===== config.mk =====
export PLATFORM = sky130hd
export DESIGN_NAME = cgrb_ctrl
export DESIGN_NICKNAME = d
export VERILOG_FILES = /design/src/cgrb_pkg.sv /design/src/cgrb_ctrl.sv
export SDC_FILE = /design/constraint.sdc
export NUM_CORES = 1
export LEC_CHECK = 0
export ABC_AREA = 1
export BUFFER_PORTS_ARGS = -buffer_cell sky130_fd_sc_hd__buf_2
export CORE_MARGIN = 3
export CORE_UTILIZATION = 45
export CTS_BUF_LIST = sky130_fd_sc_hd__clkbuf_8
export CTS_CLUSTER_SIZE = 28
export DETAILED_ROUTE_END_ITERATION = 8
export GPL_TIMING_DRIVEN = 1
export HOLD_SLACK_MARGIN = 0.12
export PLACE_DENSITY = 0.74
export SETUP_SLACK_MARGIN = 0.4
export SLEW_MARGIN = 25
export SYNTH_ARGS = -nofsm -noshare
export SYNTH_HDL_FRONTEND = slang
export SYNTH_SLANG_ARGS = --single-unit

===== constraint.sdc =====
create_clock -name clk -period 2.35 [get_ports clk]
set_input_delay 0.3525 -clock clk [delete_from_list [all_inputs] [get_ports clk]]
set_output_delay 0.3525 -clock clk [all_outputs]
set_load 0.02 [all_outputs]

===== src/cgrb_pkg.sv =====
// Shared types and constants for the clipped glyph row blitter.
// Depends on nothing; every other file of the block imports it.
package cgrb_pkg;

    // Default sizing of the glyph store
    localparam int DEF_MAX_GLYPH_HEIGHT = 16;
    localparam int DEF_MAX_ROW_BYTES    = 2;
    localparam int DEF_CODE_COUNT       = 256;

    // Rows given per character at most, and mask columns
    localparam int MAX_RESULTS = 16;
    localparam int MASK_W      = 16;
    localparam int COL_W       = $clog2(MASK_W + 1);

    // Signed width for exact (unwrapped) clip arithmetic
    localparam int GEO_W = 20;

    localparam int IN_DATA_W  = 64;
    localparam int OUT_DATA_W = 96;
    localparam int CFG_IDX_W  = 3;
    localparam int CFG_DATA_W = 24;

    typedef enum logic [CFG_IDX_W-1:0] {
        CFG_CLIP_LEFT       = 3'd0,
        CFG_CLIP_TOP        = 3'd1,
        CFG_CLIP_RIGHT      = 3'd2,
        CFG_CLIP_BOTTOM     = 3'd3,
        CFG_FONT_HEIGHT     = 3'd4,
        CFG_FONT_ASCENT     = 3'd5,
        CFG_GLYPH_ROW_BYTES = 3'd6,
        CFG_INK_COLOR       = 3'd7
    } cfg_idx_t;

    typedef struct packed {
        logic [15:0] clip_left;
        logic [15:0] clip_top;
        logic [15:0] clip_right;
        logic [15:0] clip_bottom;
        logic [4:0]  font_height;
        logic [4:0]  font_ascent;
        logic [1:0]  glyph_row_bytes;
        logic [23:0] ink_color;
    } cfg_t;

    // Controller -> datapath
    typedef struct packed {
        logic take_in;
        logic calc_base;
        logic read_width;
        logic latch_width;
        logic start_rows;
        logic issue;
        logic emit_row;
        logic emit_empty;
    } dp_cmd_t;

    // Datapath -> controller
    typedef struct packed {
        logic rows_go;
        logic byte_last;
        logic row_last;
        logic out_free;
    } dp_sts_t;

endpackage


===== src/cgrb_ctrl.sv =====
// Sequencer of the glyph row blitter: walks one character through setup,
// the width read and the row reads. Uses cgrb_pkg command/status types.
module cgrb_ctrl
    import cgrb_pkg::*;
(
    input  logic    clk,
    input  logic    rst_n,
    input  logic    s_tvalid,
    input  logic    s_tuser,
    output logic    s_tready,
    input  dp_sts_t sts,
    output dp_cmd_t cmd
);

    typedef enum logic [8:0] {
        ST_IDLE   = 9'b000000001,
        ST_BASE   = 9'b000000010,
        ST_WREAD  = 9'b000000100,
        ST_WLATCH = 9'b000001000,
        ST_BEGIN  = 9'b000010000,
        ST_ROW    = 9'b000100000,
        ST_ROWEND = 9'b001000000,
        ST_EMIT   = 9'b010000000,
        ST_EMPTY  = 9'b100000000
    } state_t;

    state_t state_reg;
    state_t state_next;

    assign s_tready = (state_reg == ST_IDLE);

    always_comb
    begin
        state_next = state_reg;
        cmd        = '0;
        case (state_reg)
            ST_IDLE:
            begin
                if (s_tvalid)
                begin
                    cmd.take_in = 1'b1;
                    // loads finish in the accept cycle
                    if (s_tuser)
                        state_next = ST_BASE;
                end
            end
            ST_BASE:
            begin
                cmd.calc_base = 1'b1;
                state_next    = ST_WREAD;
            end
            ST_WREAD:
            begin
                cmd.read_width = 1'b1;
                state_next     = ST_WLATCH;
            end
            ST_WLATCH:
            begin
                cmd.latch_width = 1'b1;
                state_next      = ST_BEGIN;
            end
            ST_BEGIN:
            begin
                cmd.start_rows = 1'b1;
                state_next     = sts.rows_go ? ST_ROW : ST_EMPTY;
            end
            ST_ROW:
            begin
                cmd.issue = 1'b1;
                if (sts.byte_last)
                    state_next = ST_ROWEND;
            end
            ST_ROWEND:
            begin
                state_next = ST_EMIT;
            end
            ST_EMIT:
            begin
                if (sts.out_free)
                begin
                    cmd.emit_row = 1'b1;
                    state_next   = sts.row_last ? ST_IDLE : ST_ROW;
                end
            end
            ST_EMPTY:
            begin
                if (sts.out_free)
                begin
                    cmd.emit_empty = 1'b1;
                    state_next     = ST_IDLE;
                end
            end
            default:
            begin
                state_next = ST_IDLE;
            end
        endcase
    end

    always_ff @(posedge clk or negedge rst_n)
    begin
        if (!rst_n)
            state_reg <= ST_IDLE;
        else
            state_reg <= state_next;
    end

endmodule


==> flow_metrics.tcl <==
set metrics [dict create \
    power_w 0.0007636 \
    clkLatencyLatePin_ps 230 \
    grt.total_usage_pct 15.70 \
    ios 17 \
    setup_viol 0 \
    netlist.area_leader.share_pct 30.42 \
    ant_nets 0 \
    ys_warn_count 0 \
    route.met2.wl_um 620 \
    dieArea_um2 1957 \
    power_density_nw_per_um2 940.4 \
    fmax_ghz 0.5447 \
    viasPerCell 4.742 \
    drcViolationCount 0 \
    maxCapViolations 0 \
    area_growth_pct 23.38 \
    slew_headroom_pct 85.76 \
    dp.final_hpwl_um 1093 \
    worstMarginPinSlew_ps 213.7 \
    avgSynthCellArea_um2 7.154 \
    yosys-top-cells-area "dfrtp_1 (30%), nand2_1 (11%), nor2_1 (10%)" \
    overflow 0 \
    hold_buffers 1 \
    drtPass1Iterations 4 \
    design_area_um2 812.0 \
    skew_ps 1.287 \
    wl_met1_um 563 \
    drv_slew 0 \
    cts_buffers 3 \
    grt_pass1_wl_um 2249 \
    cts_resized 0 \
    row_count 13 \
    cp.required_ps 2000 \
    run_status "completed" \
    tns_ps 0 \
    synth_cell_type_count 20 \
    synth_ff_type "dfrtp_1" \
    hold_violations 0 \
    numPortBuffers 16 \
    place_congestion 0.8357 \
    clk_pin_slew_worst_paths_ps 40 \
    top_layer "met4" \
    cts.repair_timing.setup_buffer_count 0 \
    grt_pass1_vias 567 \
    die_x_um 44.24 \
    largest_register_ffs 9 \
    routed_wl_um 1269 \
    antenna_found_initial 0 \
    fin_crit_ps 1836 \
    worstPathArrival_ps 1480 \
    die_h_um 44.24 \
    start_util_pct 49.34 \
    rsz0062_at_grt "false" \
    cts.htree.levels 1 \
    syn_area_um2 658.1 \
    synth_edf_count 0 \
    final_net_count 122 \
    drt_iter0_drc 7 \
    synth_common_cells "nand2_1 (20), nor2_1 (18), inv_1 (12)" \
    ys_async_sr_fraction_pct 100.0 \
    n_antenna_cell 0 \
    path_max_fanout 3 \
    grt_max_degree 10 \
    startpoint_type "flop" \
    criticalPathCategory "reg2out" \
    cts_tree "built" \
    wl_per_cell_um 9.914 \
    core-area_um2 1334 \
    seq_area_frac_synth_pct 34.41 \
    routed-via-count 607 \
    min_path_type "in2reg" \
    ys_ff_latch 9 \
    critPathCaptureType "primary output" \
    irDropWorstVdd_uv 895.3 \
    syn_inst 92 \
    yosysMostFrequentCell "nand2_1" \
    drive_above_1_share_pct 38.94 \
    p_leak_nw 0.4823 \
    period_share_pct 78.12 \
    synth_top_area_cell "dfrtp_1" \
    cts_sinks 9 \
    synth_nets 100 \
    post_dp_cell_area_um2 757.0 \
    wl_met3_um 73 \
    ctsRootBufferMaster "clkbuf_8" \
    cts_buffer_depth 2 \
]
## report_power, final
| group | internal [W] | total, W | switching (W) |
|---|---|---|---|
| registers | 0.000191 | 0.000214 | 0.0000226 |
| clock network | 0.000113 | 0.000170 | 0.0000566 |
| logic | 0.000131 | 0.000380 | 0.000249 |
## per-layer routing
metal	vias to the layer above	GRT usage, %
met4	0	3.614
met2	13	26.45
met5	-	0
li1	322	-
met3	2	6.098
met1	270	18.75
## per-stage QoR
step	setup slack, ps	cells	hold slack (ps)	util (%)
6_report	514.2	128	318.8	60.88
5_1_grt	413.9	128	330.8	60.88
4_1_cts	505.4	128	316.6	60.88
3_5_place_dp	762.2	123	217.6	56.75
3_3_place_gp	807.9	123	218.9	56.75
2_1_floorplan	667.2	92	56.91	-
## worst paths after layout
kind                                     startpoint                  endpoint  slack [ps]  depth (start not counted)
max in group asynchronous                     rst_n  state_reg[0]$_DFFE_PN1P_        1590                          2
hold / removal                               sts[3]  state_reg[8]$_DFFE_PN0P_         320                          2
min in group asynchronous                     rst_n  state_reg[1]$_DFFE_PN0P_         510                          2
setup reg to reg           state_reg[0]$_DFFE_PN1P_  state_reg[5]$_DFFE_PN0P_        1000                          8
setup / recovery           state_reg[0]$_DFFE_PN1P_                    cmd[7]         510                          7
hold reg to reg            state_reg[0]$_DFFE_PN1P_  state_reg[0]$_DFFE_PN1P_         490                          2
## cells by family (layout without fill, tap and decap cells)
group	after synthesis	after routing	synth area share, %
and+or+nand+nor	62	62	51.14
buffers and inverters	15	36	8.555
AOI/OAI and AO/OA	6	6	5.894
DFF	9	9	34.41
## critical path: stages (launching register included)
cell     delay (ps)
dfstp_2         540
inv_1            50
nor2_1           80
nand2_1         110
nor2_4          160
inv_1            70
nor2_1           90
buf_2           170
## layout by cell type, fill, tap and decap left out
| cell | n |
|---|---|
| nand2_1 | 20 |
| nor2_1 | 18 |
| buf_2 | 16 |
| inv_1 | 13 |
| dfrtp_1 | 8 |
| nor2_2 | 5 |
| nand2_2 | 5 |
| nor2_4 | 4 |
| nand3_1 | 4 |
| inv_2 | 3 |
| clkbuf_8 | 3 |
| nand2_4 | 2 |
| a21oi_1 | 2 |
| nand3_4 | 1 |
| nand3b_2 | 1 |
| a21oi_2 | 1 |
| o21ai_2 | 1 |
| nand3_2 | 1 |
| o21ai_0 | 1 |
| o22ai_1 | 1 |
| nor3_1 | 1 |
| dlygate4sd3_1 | 1 |
| dfstp_2 | 1 |
## cell type report
cell class / instances / area (µm²)
Multi-Input combinational cell: 68 / 375.4
Timing Repair Buffer: 17 / 90.09
Inverter: 15 / 56.30
Sequential cell: 9 / 226.5
Clock buffer: 3 / 41.29
Tap cell: 15 / 18.77
Fill cell: 124 / 521.8
Clock inverter: 1 / 3.754
Power figures use the tool's default switching activity.
